$ cat config.mk
export PLATFORM = sky130hd
export DESIGN_NAME = triangular_smoothing_filter_top
export DESIGN_NICKNAME = d
export VERILOG_FILES = /design/src/hdl/tsf_pkg.sv /design/src/hdl/tsf_div.sv /design/src/hdl/triangular_smoothing_filter_top.sv
export SDC_FILE = /design/constraint.sdc
export NUM_CORES = 2
export LEC_CHECK = 0
export BUFFER_PORTS_ARGS = -buffer_cell sky130_fd_sc_hd__buf_2
export CAP_MARGIN = 30
export CORE_MARGIN = 3
export CORE_UTILIZATION = 50
export DETAILED_ROUTE_END_ITERATION = 16
export PLACE_DENSITY = 0.68
export SLEW_MARGIN = 20
export SYNTH_ARGS = -nofsm -noshare
export SYNTH_HDL_FRONTEND = slang
export SYNTH_SLANG_ARGS = --single-unit
$ cat constraint.sdc
create_clock -name clk_i -period 9.2 [get_ports clk_i]
set_input_delay 0.92 -clock clk_i [delete_from_list [all_inputs] [get_ports clk_i]]
set_output_delay 0.92 -clock clk_i [all_outputs]
set_load 0.1 [all_outputs]
$ cat src/hdl/tsf_pkg.sv
// Package for the triangular smoothing filter.
// Holds the shared widths, reset values and parameter defaults.
// Has no dependencies.
package tsf_pkg;

  // Defaults for the top-level parameters.
  localparam int unsigned MAX_WIDTH_DEF   = 32;
  localparam int unsigned SAMPLE_BITS_DEF = 16;

  // Width register.
  localparam int unsigned          CFG_W     = 6;
  localparam logic [CFG_W-1:0]     CFG_RESET = CFG_W'(3);

  // Result word: signed Q.8.
  localparam int unsigned OUT_W     = 24;
  localparam int unsigned FRAC_BITS = 8;

  // Position counter within a record, saturating.
  localparam int unsigned CNT_W = 7;

endpackage

$ cat src/hdl/tsf_div.sv
// Bit-serial divider for the triangular smoothing filter.
// Rounds sum * 256 / (w * w) half away from zero and saturates to Q.8.
// Depends on tsf_pkg.
module tsf_div #(
  parameter int unsigned SUM_W = 26,
  parameter int unsigned WID_W = 6
) (
  input  logic                            clk_i,
  input  logic                            rst_ni,
  input  logic                            start_i,
  input  logic signed [SUM_W-1:0]         sum_i,
  input  logic        [WID_W-1:0]         width_i,
  output logic                            done_o,
  output logic signed [tsf_pkg::OUT_W-1:0] result_o
);

  localparam int unsigned NUM_W = SUM_W + tsf_pkg::FRAC_BITS + 1;
  localparam int unsigned SQ_W  = 2 * WID_W;
  localparam int unsigned DEN_W = SQ_W + 1;
  localparam int unsigned REM_W = DEN_W + 1;
  localparam int unsigned CNT_W = $clog2(NUM_W + 1);
  localparam int unsigned CMP_W = (NUM_W > tsf_pkg::OUT_W) ? NUM_W : tsf_pkg::OUT_W;
  localparam logic [CMP_W-1:0] POS_LIM = CMP_W'((2 ** (tsf_pkg::OUT_W - 1)) - 1);
  localparam logic [CMP_W-1:0] NEG_LIM = CMP_W'(2 ** (tsf_pkg::OUT_W - 1));

  logic             busy_q, busy_d;
  logic [CNT_W-1:0] cnt_q, cnt_d;
  logic [NUM_W-1:0] num_q, num_d;
  logic [DEN_W-1:0] den_q, den_d;
  logic [DEN_W-1:0] rem_q, rem_d;
  logic             neg_q, neg_d;

  logic [SUM_W-1:0] mag;
  logic [SQ_W-1:0]  sq;
  logic [REM_W-1:0] shifted;
  logic [REM_W-1:0] diff;
  logic             fits;
  logic [CMP_W-1:0] q_ext;
  logic [CMP_W-1:0] q_neg;

  always_comb begin
    mag     = sum_i[SUM_W-1] ? (~$unsigned(sum_i) + SUM_W'(1)) : $unsigned(sum_i);
    sq      = SQ_W'(width_i) * SQ_W'(width_i);
    shifted = {rem_q, num_q[NUM_W-1]};
    diff    = shifted - {1'b0, den_q};
    fits    = (shifted >= {1'b0, den_q});

    busy_d = busy_q;
    cnt_d  = cnt_q;
    num_d  = num_q;
    den_d  = den_q;
    rem_d  = rem_q;
    neg_d  = neg_q;

    if (start_i) begin
      // Numerator 2*|sum|*256 + w*w over denominator 2*w*w gives round half up.
      busy_d = 1'b1;
      cnt_d  = CNT_W'(NUM_W);
      num_d  = {mag, (tsf_pkg::FRAC_BITS + 1)'(0)} + NUM_W'(sq);
      den_d  = {sq, 1'b0};
      rem_d  = '0;
      neg_d  = sum_i[SUM_W-1];
    end else if (busy_q) begin
      // One quotient bit per cycle; it enters at the bottom of the numerator.
      num_d = {num_q[NUM_W-2:0], fits};
      rem_d = fits ? diff[DEN_W-1:0] : shifted[DEN_W-1:0];
      cnt_d = cnt_q - CNT_W'(1);
      if (cnt_q == CNT_W'(1)) begin
        busy_d = 1'b0;
      end
    end
  end

  always_ff @(posedge clk_i or negedge rst_ni) begin
    if (!rst_ni) begin
      busy_q <= 1'b0;
      cnt_q  <= '0;
    end else begin
      busy_q <= busy_d;
      cnt_q  <= cnt_d;
    end
  end

  always_ff @(posedge clk_i) begin
    num_q <= num_d;
    den_q <= den_d;
    rem_q <= rem_d;
    neg_q <= neg_d;
  end

  assign done_o = !busy_q;

  always_comb begin
    q_ext = CMP_W'(num_q);
    q_neg = ~q_ext + CMP_W'(1);
    if (neg_q) begin
      if (q_ext > NEG_LIM) begin
        result_o = NEG_LIM[tsf_pkg::OUT_W-1:0];
      end else begin
        result_o = q_neg[tsf_pkg::OUT_W-1:0];
      end
    end else begin
      if (q_ext > POS_LIM) begin
        result_o = POS_LIM[tsf_pkg::OUT_W-1:0];
      end else begin
        result_o = q_ext[tsf_pkg::OUT_W-1:0];
      end
    end
  end

endmodule

$ cat src/hdl/triangular_smoothing_filter_top.sv
// Triangular smoothing filter top level; uses tsf_pkg and the divider in tsf_div.
// A word that yields a result has it valid once the sums, the divide and the output register
// are through; the next word is taken only after that result has been handed to the output
// register, or right after the step that follows the sums when no result is due. The final
// word adds up to (w - 1)/2 passes of the sums, each with a divide where a result is due, then the zero words.
// Reset is asynchronous, active low: width back to 3, delay lines empty by their fill counts.
module triangular_smoothing_filter_top #(
  parameter int unsigned MAX_WIDTH   = tsf_pkg::MAX_WIDTH_DEF,
  parameter int unsigned SAMPLE_BITS = tsf_pkg::SAMPLE_BITS_DEF
) (
  input  logic                             clk_i,
  input  logic                             rst_ni,
  // Width register.
  input  logic                             cfg_we_i,
  input  logic [tsf_pkg::CFG_W-1:0]        cfg_wdata_i,
  // Sample words in.
  input  logic                             in_valid_i,
  output logic                             in_ready_o,
  input  logic signed [SAMPLE_BITS-1:0]    sample_i,
  input  logic                             last_in_i,
  // Smoothed words out.
  output logic                             out_valid_o,
  input  logic                             out_ready_i,
  output logic signed [tsf_pkg::OUT_W-1:0] smoothed_o,
  output logic                             last_out_o
);

  localparam int unsigned PTR_W = $clog2(MAX_WIDTH);
  localparam int unsigned WID_W = $clog2(MAX_WIDTH + 1);
  localparam int unsigned S1_W  = SAMPLE_BITS + PTR_W;
  localparam int unsigned S2_W  = S1_W + PTR_W;
  localparam int unsigned CNT_W = tsf_pkg::CNT_W;

  // Sequencer states.
  localparam logic [2:0] ST_IDLE = 3'd0;  // waiting for a sample word
  localparam logic [2:0] ST_SUM  = 3'd1;  // walking both delay lines, one entry a cycle
  localparam logic [2:0] ST_STEP = 3'd2;  // insert into the delay lines, decide on a result
  localparam logic [2:0] ST_DIV  = 3'd3;  // waiting for the divider
  localparam logic [2:0] ST_EMIT = 3'd4;  // hand the quotient to the output register
  localparam logic [2:0] ST_ZERO = 3'd5;  // zero tail of a record

  // Control registers.
  logic [2:0]                state_q, state_d;
  logic [tsf_pkg::CFG_W-1:0] width_q, width_d;
  logic                      last_q, last_d;
  logic [CNT_W-1:0]          pos_q, pos_d;
  logic [WID_W-1:0]          n2_q, n2_d;
  logic [PTR_W-1:0]          hd1_q, hd1_d;
  logic [PTR_W-1:0]          hd2_q, hd2_d;
  logic [WID_W-1:0]          rd_cnt_q, rd_cnt_d;
  logic                      pipe_v_q;
  logic [WID_W-1:0]          flush_q, flush_d;
  logic [CNT_W-1:0]          idx_q, idx_d;
  logic [WID_W-1:0]          zcnt_q, zcnt_d;
  logic                      out_valid_q, out_valid_d;

  // Payload registers.
  logic signed [SAMPLE_BITS-1:0]    x_q;
  logic [PTR_W-1:0]                 pipe_j_q;
  logic signed [SAMPLE_BITS-1:0]    rd1_q;
  logic signed [S1_W-1:0]           rd2_q;
  logic signed [S1_W-1:0]           acc1_q, acc1_d;
  logic signed [S2_W-1:0]           acc2_q, acc2_d;
  logic signed [tsf_pkg::OUT_W-1:0] smoothed_q, smoothed_d;
  logic                             last_out_q, last_out_d;

  // Delay lines as circular buffers; entry k after the head is k words old.
  logic signed [SAMPLE_BITS-1:0] sample_mem_q [MAX_WIDTH];
  logic signed [S1_W-1:0]        stage_mem_q  [MAX_WIDTH];

  // Effective width and the derived offsets.
  logic [WID_W-1:0] w_eff;
  logic [WID_W-1:0] half_w;
  logic [WID_W-1:0] d1;
  logic [WID_W-1:0] n_rd;

  // Delay line addressing.
  logic [PTR_W:0]   a1_sum, a2_sum;
  logic [PTR_W-1:0] rd_addr1, rd_addr2;
  logic [PTR_W-1:0] hd1_m1, hd2_m1;

  // Window sum walk.
  logic issue;
  logic sum_done;

  // Step decisions.
  logic [CNT_W-1:0]       i_val;
  logic [CNT_W-1:0]       cur_idx;
  logic [CNT_W-1:0]       o_val;
  logic                   s2_active;
  logic                   emit_now;
  logic signed [S1_W-1:0] sval;
  logic signed [S2_W-1:0] sum2;
  logic signed [S2_W-1:0] div_sum;
  logic                   div_start;
  logic                   div_done;
  logic signed [tsf_pkg::OUT_W-1:0] div_result;

  // Record end bookkeeping.
  logic [CNT_W:0] len;
  logic [CNT_W:0] d1_p1;
  logic [CNT_W:0] c1;

  logic mem1_we, mem2_we;
  logic slot_free;
  logic accept;

  // A width of zero acts as one; anything above the delay line depth saturates.
  always_comb begin
    if (width_q == '0) begin
      w_eff = WID_W'(1);
    end else if (int'(width_q) > MAX_WIDTH) begin
      w_eff = WID_W'(MAX_WIDTH);
    end else begin
      w_eff = WID_W'(width_q);
    end
    half_w = w_eff >> 1;
    d1     = w_eff - WID_W'(1) - half_w;
    n_rd   = w_eff - WID_W'(1);
  end

  always_comb begin
    a1_sum   = {1'b0, hd1_q} + (PTR_W + 1)'(rd_cnt_q[PTR_W-1:0]);
    a2_sum   = {1'b0, hd2_q} + (PTR_W + 1)'(rd_cnt_q[PTR_W-1:0]);
    rd_addr1 = (a1_sum >= (PTR_W + 1)'(MAX_WIDTH)) ?
               PTR_W'(a1_sum - (PTR_W + 1)'(MAX_WIDTH)) : a1_sum[PTR_W-1:0];
    rd_addr2 = (a2_sum >= (PTR_W + 1)'(MAX_WIDTH)) ?
               PTR_W'(a2_sum - (PTR_W + 1)'(MAX_WIDTH)) : a2_sum[PTR_W-1:0];
    hd1_m1   = (hd1_q == '0) ? PTR_W'(MAX_WIDTH - 1) : hd1_q - PTR_W'(1);
    hd2_m1   = (hd2_q == '0) ? PTR_W'(MAX_WIDTH - 1) : hd2_q - PTR_W'(1);
  end

  assign accept     = in_valid_i && (state_q == ST_IDLE);
  assign in_ready_o = (state_q == ST_IDLE);
  assign slot_free  = !out_valid_q || out_ready_i;

  // The walk reads the w - 1 words already in each line; each read comes back registered.
  assign issue    = (state_q == ST_SUM) && (rd_cnt_q < n_rd);
  assign sum_done = (state_q == ST_SUM) && !issue && !pipe_v_q;

  // Stage one runs for every sample word but the last of a record; stage two only once stage one has caught up,
  // and on every pass of the flush at the end of a record.
  always_comb begin
    i_val     = pos_q - CNT_W'(d1);
    s2_active = last_q || (pos_q >= CNT_W'(d1));
    if (!last_q && (i_val >= CNT_W'(half_w))) begin
      sval = acc1_q;
    end else begin
      sval = '0;
    end
    cur_idx  = last_q ? idx_q : i_val;
    o_val    = cur_idx - CNT_W'(d1);
    sum2     = acc2_q + S2_W'(sval);
    emit_now = s2_active && (cur_idx >= CNT_W'(d1));
    div_sum  = (o_val >= CNT_W'(half_w)) ? sum2 : '0;
  end

  assign div_start = (state_q == ST_STEP) && emit_now;
  assign mem1_we   = (state_q == ST_STEP) && !last_q;
  assign mem2_we   = (state_q == ST_STEP) && s2_active;

  // The final word of a record is not stored; it only drives the flush.
  always_comb begin
    len   = {1'b0, pos_q} + (CNT_W + 1)'(1);
    d1_p1 = (CNT_W + 1)'(d1) + (CNT_W + 1)'(1);
    c1    = (len < d1_p1) ? len : d1_p1;
  end

  always_comb begin
    state_d     = state_q;
    width_d     = width_q;
    last_d      = last_q;
    pos_d       = pos_q;
    n2_d        = n2_q;
    hd1_d       = hd1_q;
    hd2_d       = hd2_q;
    rd_cnt_d    = '0;
    flush_d     = flush_q;
    idx_d       = idx_q;
    zcnt_d      = zcnt_q;
    out_valid_d = out_valid_q && !out_ready_i;
    acc1_d      = acc1_q;
    acc2_d      = '0;
    smoothed_d  = smoothed_q;
    last_out_d  = last_out_q;

    if (cfg_we_i) begin
      width_d = cfg_wdata_i;
    end

    unique case (state_q)
      ST_IDLE: begin
        acc1_d = S1_W'(sample_i);
        if (accept) begin
          last_d = last_in_i;
          if (!last_in_i) begin
            state_d = ST_SUM;
          end else begin
            flush_d = WID_W'(c1 - (CNT_W + 1)'(1));
            idx_d   = CNT_W'(len - c1);
            zcnt_d  = WID_W'(c1);
            state_d = (c1 > (CNT_W + 1)'(1)) ? ST_SUM : ST_ZERO;
          end
        end
      end

      ST_SUM: begin
        acc2_d = acc2_q;
        if (issue) begin
          rd_cnt_d = rd_cnt_q + WID_W'(1);
        end else begin
          rd_cnt_d = rd_cnt_q;
        end
        // Entries older than the current record read as zero.
        if (pipe_v_q) begin
          if (CNT_W'(pipe_j_q) < pos_q) begin
            acc1_d = acc1_q + S1_W'(rd1_q);
          end
          if (WID_W'(pipe_j_q) < n2_q) begin
            acc2_d = acc2_q + S2_W'(rd2_q);
          end
        end
        if (sum_done) begin
          state_d = ST_STEP;
        end
      end

      ST_STEP: begin
        if (!last_q) begin
          hd1_d = hd1_m1;
          pos_d = (pos_q == {CNT_W{1'b1}}) ? pos_q : pos_q + CNT_W'(1);
        end
        if (s2_active) begin
          hd2_d = hd2_m1;
          n2_d  = (n2_q == WID_W'(MAX_WIDTH)) ? n2_q : n2_q + WID_W'(1);
        end
        if (!last_q) begin
          state_d = emit_now ? ST_DIV : ST_IDLE;
        end else begin
          flush_d = flush_q - WID_W'(1);
          idx_d   = idx_q + CNT_W'(1);
          if (emit_now) begin
            state_d = ST_DIV;
          end else if (flush_q > WID_W'(1)) begin
            state_d = ST_SUM;
          end else begin
            state_d = ST_ZERO;
          end
        end
      end

      ST_DIV: begin
        if (div_done) begin
          state_d = ST_EMIT;
        end
      end

      ST_EMIT: begin
        if (slot_free) begin
          out_valid_d = 1'b1;
          smoothed_d  = div_result;
          last_out_d  = 1'b0;
          if (!last_q) begin
            state_d = ST_IDLE;
          end else if (flush_q != '0) begin
            state_d = ST_SUM;
          end else begin
            state_d = ST_ZERO;
          end
        end
      end

      ST_ZERO: begin
        if (slot_free) begin
          out_valid_d = 1'b1;
          smoothed_d  = '0;
          last_out_d  = (zcnt_q == WID_W'(1));
          zcnt_d      = zcnt_q - WID_W'(1);
          if (zcnt_q == WID_W'(1)) begin
            // The record is done: both delay lines count as empty again.
            pos_d   = '0;
            n2_d    = '0;
            state_d = ST_IDLE;
          end
        end
      end

      default: begin
        state_d = ST_IDLE;
      end
    endcase
  end

  always_ff @(posedge clk_i or negedge rst_ni) begin
    if (!rst_ni) begin
      state_q     <= ST_IDLE;
      width_q     <= tsf_pkg::CFG_RESET;
      last_q      <= 1'b0;
      pos_q       <= '0;
      n2_q        <= '0;
      hd1_q       <= '0;
      hd2_q       <= '0;
      rd_cnt_q    <= '0;
      pipe_v_q    <= 1'b0;
      flush_q     <= '0;
      idx_q       <= '0;
      zcnt_q      <= '0;
      out_valid_q <= 1'b0;
    end else begin
      state_q     <= state_d;
      width_q     <= width_d;
      last_q      <= last_d;
      pos_q       <= pos_d;
      n2_q        <= n2_d;
      hd1_q       <= hd1_d;
      hd2_q       <= hd2_d;
      rd_cnt_q    <= rd_cnt_d;
      pipe_v_q    <= issue;
      flush_q     <= flush_d;
      idx_q       <= idx_d;
      zcnt_q      <= zcnt_d;
      out_valid_q <= out_valid_d;
    end
  end

  always_ff @(posedge clk_i) begin
    if (accept) begin
      x_q <= sample_i;
    end
    pipe_j_q   <= rd_cnt_q[PTR_W-1:0];
    acc1_q     <= acc1_d;
    acc2_q     <= acc2_d;
    smoothed_q <= smoothed_d;
    last_out_q <= last_out_d;
  end

  // The new word goes into the slot of the oldest one, which the walk never reads.
  always_ff @(posedge clk_i) begin
    if (mem1_we) begin
      sample_mem_q[hd1_m1] <= x_q;
    end
    rd1_q <= sample_mem_q[rd_addr1];
  end

  always_ff @(posedge clk_i) begin
    if (mem2_we) begin
      stage_mem_q[hd2_m1] <= sval;
    end
    rd2_q <= stage_mem_q[rd_addr2];
  end

  tsf_div #(
    .SUM_W (S2_W),
    .WID_W (WID_W)
  ) u_div (
    .clk_i    (clk_i),
    .rst_ni   (rst_ni),
    .start_i  (div_start),
    .sum_i    (div_sum),
    .width_i  (w_eff),
    .done_o   (div_done),
    .result_o (div_result)
  );

  assign out_valid_o = out_valid_q;
  assign smoothed_o  = smoothed_q;
  assign last_out_o  = last_out_q;

endmodule
# [Word level (Yosys, flattened, before mapping)]
# Memory sizes are Yosys's and may differ from the RTL's. A register that Yosys moved wholly into a read port is not among the register bits.
# Cells that the tools add are included.
[word_totals] reg_bits=221 ramBits=1184 output_inout_bits=27 elab_cells=215 memories=2
[memory_table] memory="stage_mem_q" depth=32 word_bits=21 read_ports=1 rd_clocked_by_memory_dff=1 wr=1 line_no="triangular_smoothing_filter_top.sv:69" rtl="logic signed [S1_W-1:0] stage_mem_q [MAX_WIDTH];"
[memory_table] memory="sample_mem_q" depth=32 word_bits=16 read_ports=1 rd_clocked_by_memory_dff=1 wr=1 line_no="triangular_smoothing_filter_top.sv:68" rtl="logic signed [SAMPLE_BITS-1:0] sample_mem_q [MAX_WIDTH];"
[op_classes] add_sub_neg=28 mul=1 magnitude_cmp=16 eq_ne=24 n_mux=76 n_bitwise=3 reduce_logical=40
[op_table] cell="two-way mux 24 bit" count=5
[op_table] cell="two-way mux 6 bit" count=16
[op_table] cell="two-way mux 35 bit" count=2
[op_table] cell="two-way mux 21 bit" count=3
[op_table] cell="two-way mux 7 bit" count=8
[op_table] cell="adder 26 x 21 -> 26 bit" count=2
[op_table] cell="two-way mux 26 bit" count=2
[op_table] cell="case mux 24 bit (2 select lines)" count=1
[op_table] cell="case mux 21 bit (2 select lines)" count=1
[op_table] cell="two-way mux 3 bit" count=13
[op_table] cell="case mux 6 bit (2 select lines)" count=3
[op_table] cell="adder 35 x 12 -> 35 bit" count=1
[op_table] cell="greater-than comparator 35 x 23 -> 1 bit (second input constant)" count=1
[op_table] cell="greater-than comparator 35 x 24 -> 1 bit (second input constant)" count=1
[op_table] cell="subtractor 6 x 1 -> 6 bit (second input constant)" count=5
[op_table] cell="case mux 7 bit (2 select lines)" count=2
[op_table] cell="adder 26 x 1 -> 26 bit (second input constant)" count=1
[op_table] cell="inverter 26 bit" count=1
[op_table] cell="adder 24 x 1 -> 24 bit (second input constant)" count=1
[op_table] cell="inequality test 2 bit (second input constant)" count=12
[op_table] cell="inverter 24 bit" count=1
[op_table] cell="adder 21 x 16 -> 21 bit" count=1
[op_table] cell="two-way mux 5 bit" count=4
[op_table] cell="subtractor 5 x 1 -> 5 bit (second input constant)" count=4
[op_table] cell="49 further kinds" count=97

# [Logic depth before layout (Yosys ltp)]
[logic_depth] ltp_word=16 depth_mapped=45

# [Cells and area by module]
# From an unflattened synthesis, not the netlist that was laid out.
[unflattened] hier_cells=3994 area_unflattened_um2=64564.4
[by_module_without_submodules] module="triangular_smoothing_filter_top" instances=1 cells_per_inst=3271 area_each_um2=58452.3
[by_module_without_submodules] module="tsf_div" instances=1 cells_per_inst=723 area_each_um2=6112.1

# [Worst setup path after synthesis]
# OpenSTA, ideal clock, no wires.
[synth_timing] kind="register to register" start="register width_q[2] (netlist bit)" end="register u_div.num_q[33] (data pin)" setup_ns=0.266 arrival_ns=9.239 required_time_ns=8.934 setup_slack_ns=-0.305 path_stages_with_launch=42 path_buffers=3 cell_sequence="dfrtp_1 nor4_1 nor2_1 nor2_1 ha_1 inv_1 ha_1 a21o_1 a21o_1 xnor2_1 ha_1 nor2_1 a21o_1 xnor2_1 xnor2_1 ha_1 nand2_1 nor2_1 [... 6 more ...] o21ai_1 a211oi_1 o21ai_1 a21oi_1 a31o_1 nor4_4 nor2_2 clkbuf_1 nor2_1 o21ai_0 fa_1 a21o_1 nand4_1 or4b_1 buf_2 nor4_2 xor2_1 o21ai_1"
[synth_between] word_cells_on_any_way=26
[synth_rtl] item="start: declaration" line_no="triangular_smoothing_filter_top.sv:44" rtl="logic [tsf_pkg::CFG_W-1:0] width_q, width_d;"
[synth_rtl] item="start signal: assignment" line_no="triangular_smoothing_filter_top.sv:297" rtl="width_q <= tsf_pkg::CFG_RESET;"
[synth_rtl] item="start signal: assignment" line_no="triangular_smoothing_filter_top.sv:311" rtl="width_q <= width_d;"
[synth_rtl] item="greater-than comparator 6 bit" line_no="triangular_smoothing_filter_top.sv:112" rtl="end else if (int'(width_q) > MAX_WIDTH) begin"
[synth_rtl] item="two-way mux 6 bit" line_no="triangular_smoothing_filter_top.sv:112"
[synth_rtl] item="two-way mux 6 bit (*)" line_no="triangular_smoothing_filter_top.sv:110" rtl="if (width_q == '0) begin"
[synth_rtl] item="multiplier 6 x 6 -> 12 bit (*)" line_no="tsf_div.sv:43" rtl="sq = SQ_W'(width_i) * SQ_W'(width_i);"
[synth_rtl] item="net u_div.sq[0]" line_no="tsf_div.sv:34" rtl="logic [SQ_W-1:0] sq;"
[synth_rtl] item="adder 35 x 12 -> 35 bit (*)" line_no="tsf_div.sv:59" rtl="num_d = {mag, (tsf_pkg::FRAC_BITS + 1)'(0)} + NUM_W'(sq);"
[synth_rtl] item="two-way mux 35 bit (*)" line_no="tsf_div.sv:55" rtl="if (start_i) begin"
[synth_rtl] item="net u_div.num_d[33]" line_no="tsf_div.sv:28" rtl="logic [NUM_W-1:0] num_q, num_d;"
[synth_rtl] item="end signal: assignment" line_no="tsf_div.sv:85" rtl="num_q <= num_d;"
[synth_rtl] item="end: declaration" line_no="tsf_div.sv:28"
# The timed path passes the listed nets; every way through them passes the cells marked *.
# A chain may end at the register's enable or synchronous reset.

# [Worst setup path in the final report]
[layout_timing] start="register width_q[1] (netlist bit)" end="register u_div.num_q[29] (data pin)"
[layout_between] elab_chain_len=16 word_cells_on_any_way=26
[layout_rtl] item="greater-than comparator 6 bit" line_no="triangular_smoothing_filter_top.sv:112"
[layout_rtl] item="two-way mux 6 bit" line_no="triangular_smoothing_filter_top.sv:112"
[layout_rtl] item="two-way mux 6 bit (*)" line_no="triangular_smoothing_filter_top.sv:110"
[layout_rtl] item="subtractor 6 x 1 -> 6 bit" line_no="triangular_smoothing_filter_top.sv:118" rtl="d1 = w_eff - WID_W'(1) - half_w;"
[layout_rtl] item="subtractor 6 x 5 -> 6 bit" line_no="triangular_smoothing_filter_top.sv:118"
[layout_rtl] item="subtractor 7 x 6 -> 7 bit" line_no="triangular_smoothing_filter_top.sv:144" rtl="i_val = pos_q - CNT_W'(d1);"
[layout_rtl] item="greater-or-equal comparator 7 x 5 -> 1 bit (*)" line_no="triangular_smoothing_filter_top.sv:146" rtl="if (!last_q && (i_val >= CNT_W'(half_w))) begin"
[layout_rtl] item="logical AND 1 bit (*)" line_no="triangular_smoothing_filter_top.sv:146"
[layout_rtl] item="[... 1 more ...]"
[layout_rtl] item="net sval[8]" line_no="triangular_smoothing_filter_top.sv:92" rtl="logic signed [S1_W-1:0] sval;"
[layout_rtl] item="adder 26 x 21 -> 26 bit (*)" line_no="triangular_smoothing_filter_top.sv:153" rtl="sum2 = acc2_q + S2_W'(sval);"
[layout_rtl] item="two-way mux 26 bit (*)" line_no="triangular_smoothing_filter_top.sv:155" rtl="div_sum = (o_val >= CNT_W'(half_w)) ? sum2 : '0;"
[layout_rtl] item="inverter 26 bit" line_no="tsf_div.sv:42" rtl="mag = sum_i[SUM_W-1] ? (~$unsigned(sum_i) + SUM_W'(1)) : $unsigned(sum_i);"
[layout_rtl] item="adder 26 x 1 -> 26 bit" line_no="tsf_div.sv:42"
[layout_rtl] item="two-way mux 26 bit (*)" line_no="tsf_div.sv:42"
[layout_rtl] item="adder 35 x 12 -> 35 bit (*)" line_no="tsf_div.sv:59"
[layout_rtl] item="two-way mux 35 bit (*)" line_no="tsf_div.sv:55"
[layout_rtl] item="net u_div.num_d[29]" line_no="tsf_div.sv:28"
# Marked as above.

==> flow_summary.ini <==
[floorplan]
num_rows = 131
die_w_microns = 365
ios = 55
start_util_pct = 50.4
fp.dieH_microns = 365
core_sq_um = 128000
dieArea_sq_um = 133000

[synth]
netlist_area_sq_um = 64500
synth_enable_flop_cells = 1293
seq_area_frac_synth_pct = 65.4
synth_seq_cells = 1441
postSynth.asyncResetShare_pct = 4.65
ys_warn_count = 0
syn_area_per_cell_sq_um = 16.1
synth_ff_type = edfxtp_1
syn_inst = 4016
yosysTopAreaCell = edfxtp_1
synth_cell_types = 100
synthTopCellsByArea = edfxtp_1, mux4_2, ha_1
yosysTopAreaCellShare_pct = 60.2

[finish]
final_cell_mix = edfxtp_1, mux4_2, nand2_1
fin_area_sq_um = 72800
nFillCells = 9688
area_growth_pct = 13.0
drive_above_1_share_pct = 22.6
nets = 4447
final_common_cell = edfxtp_1

[setup_path]
path_buf_inv = 4
start_kind = flip-flop
worstPathRequired_ps = 9690
critPathArrivalTime_ps = 9230
max_stage_delay_ps = 600
crit_top_cell = ha_1
critPathCaptureType = flip-flop
r2r-end = u_div.num_q[29]$_DFFE_PP_
timing.rr.start = width_q[1]$_DFFE_PN1P_
r2r_slack_ps = 460
crit_family = simple AND/OR/NAND/NOR gates
worst-setup-path-type = reg -> reg
slowest_stage = or4b_4
r2r.worst_path.cells = 40
worstPathMaxFanout = 10

[route]
routed_wl_microns = 149000
viasPerCell = 6.00
drc = 0
firstDrtPassIters = 7
ant_nets = 0
vias = 36000
drt_iter0_markers = 3564
wire_per_inst_microns = 24.8

[clock_network]
cts_buffers = 146
cts_max_level = 4
cts_tree = done
clkLatencyLatePin_ps = 780
cts_num_sinks = 1441
clockRootBuffer = clkbuf_16
clk_pin_slew_ps = 60
cts.path.max_buffers = 3

[sta]
hold_viol = 0
maxSlewViolCount = 0
fin_skew_ps = 29.0
rsz0062_at_grt = yes
tightest_slew_ps = 955
clock.fmax_ghz = 0.114
post-route-period-util_pct = 95.0
setup_viol = 0
period_needed_ps = 8740
slew_headroom_pct = 36.4

[hold_path]
holdPathEnd = x_q[8]$_DFFE_PP_
hp-class = in -> reg
holdPathStages = 1
hold_path.startpoint = sample_i[8]

[global_routing]
grt_pass1_vias = 35100
antenna_found_initial = 7
grt_pass1_wl_microns = 221000
grt_use_total_pct = 22.4
grt_max_degree = 117
overflow = 0

[run]
cap_violations = 0

[placed_design]
place_congestion = 0.876
hpwl_microns = 89800
io_buffers = 54
place_area_sq_um = 67500

[run_status]
outcome = finished clean
## cells in the mapped netlist (all sizes together), types with 56 or more instances
cell    instances
xor2           67
a21o           56
dfrtp          65
nand2         246
edfxtp       1293
xnor2          92
mux4          370
inv           113
ha            187
dfxtp          81
a21oi         163
clkbuf        147
o21ai         169
nor2          268
nor3           74
## logic make-up after synthesis
| group | share of synthesized area, % |
|---|---|
| other | 0.0117 |
| buffers and inverters | 1.72 |
| flip-flops | 65.4 |
| XOR/XNOR | 2.21 |
| AO/OA/AOI/OAI | 5.85 |
| multiplexers | 14.0 |
| AND/OR/NAND/NOR | 6.56 |
| adder cells (fa/ha/maj) | 4.27 |
## state kept, by name, indices dropped and copies added, names as in the netlist, 7 cells and up
signal / flops
idx_q: 7
rd1_q: 16
u_div.rem_q: 13
sample_mem_q: 512
smoothed_o: 24
pos_q: 7
rd2_q: 21
x_q: 16
acc1_q: 21
u_div.num_q: 35
u_div.den_q: 11
acc2_q: 26
stage_mem_q: 672
## layout make-up
class	instances	area [sq um]	area share, %
Inverter	113	424	0.582
Clock buffer	186	3930	5.39
Sequential cell	1441	42100	57.8
Clock inverter	78	798	1.10
Multi-Input combinational cell	2291	21700	29.8
Timing Repair Buffer	221	1760	2.42
Tap cell	1662	2080	2.85
Antenna cell	2	5.00	0.00687
## how the worst max path moves through the flow
stage,startpoint,to,slack [ps],cells after the start
floorplan,width_q[2]$_DFFE_PN0P_,u_div.num_q[33]$_DFFE_PP_,60,43
global placement,width_q[1]$_DFFE_PN1P_,u_div.num_q[33]$_DFFE_PP_,100,33
detailed placement,width_q[1]$_DFFE_PN1P_,u_div.num_q[33]$_DFFE_PP_,20,31
CTS,width_q[1]$_DFFE_PN1P_,u_div.num_q[28]$_DFFE_PP_,20,31
global route,width_q[1]$_DFFE_PN1P_,u_div.num_q[32]$_DFFE_PP_,-100,38
finish,width_q[1]$_DFFE_PN1P_,u_div.num_q[29]$_DFFE_PP_,460,40
## repair_timing
action	CTS	global route
hold buffers	0	1
setup buffers	0	8
resized for setup	0	38
endpoints found under the hold margin	0	2
endpoints found under the setup margin	0	19
## metal layers
layer  global-route usage (%)  vias to the layer above  share of wire [%]
li1                         -                    16200                  -
met1                     31.2                    18300                 42
met2                     36.0                     1223                 48
met3                     4.49                      231                7.2
met4                     6.74                        0                2.6
met5                        0                        -                  0
## per-stage QoR
stage	setup WS (ps)	utilization [%]	std cells	TNS [ps]	hold WS, ps
floorplan	63.7	-	4020	0	453
global placement	98.8	52.7	5692	0	483
detailed placement	16.9	52.8	5697	0	498
CTS	22.0	56.5	5961	0	273
global route	-98.1	57.0	5992	-299	323
finish	459	57.0	5994	0	365
Power is not shown: default switching activity piles up to over one toggle a cycle in this logic, so the estimate is an artifact.
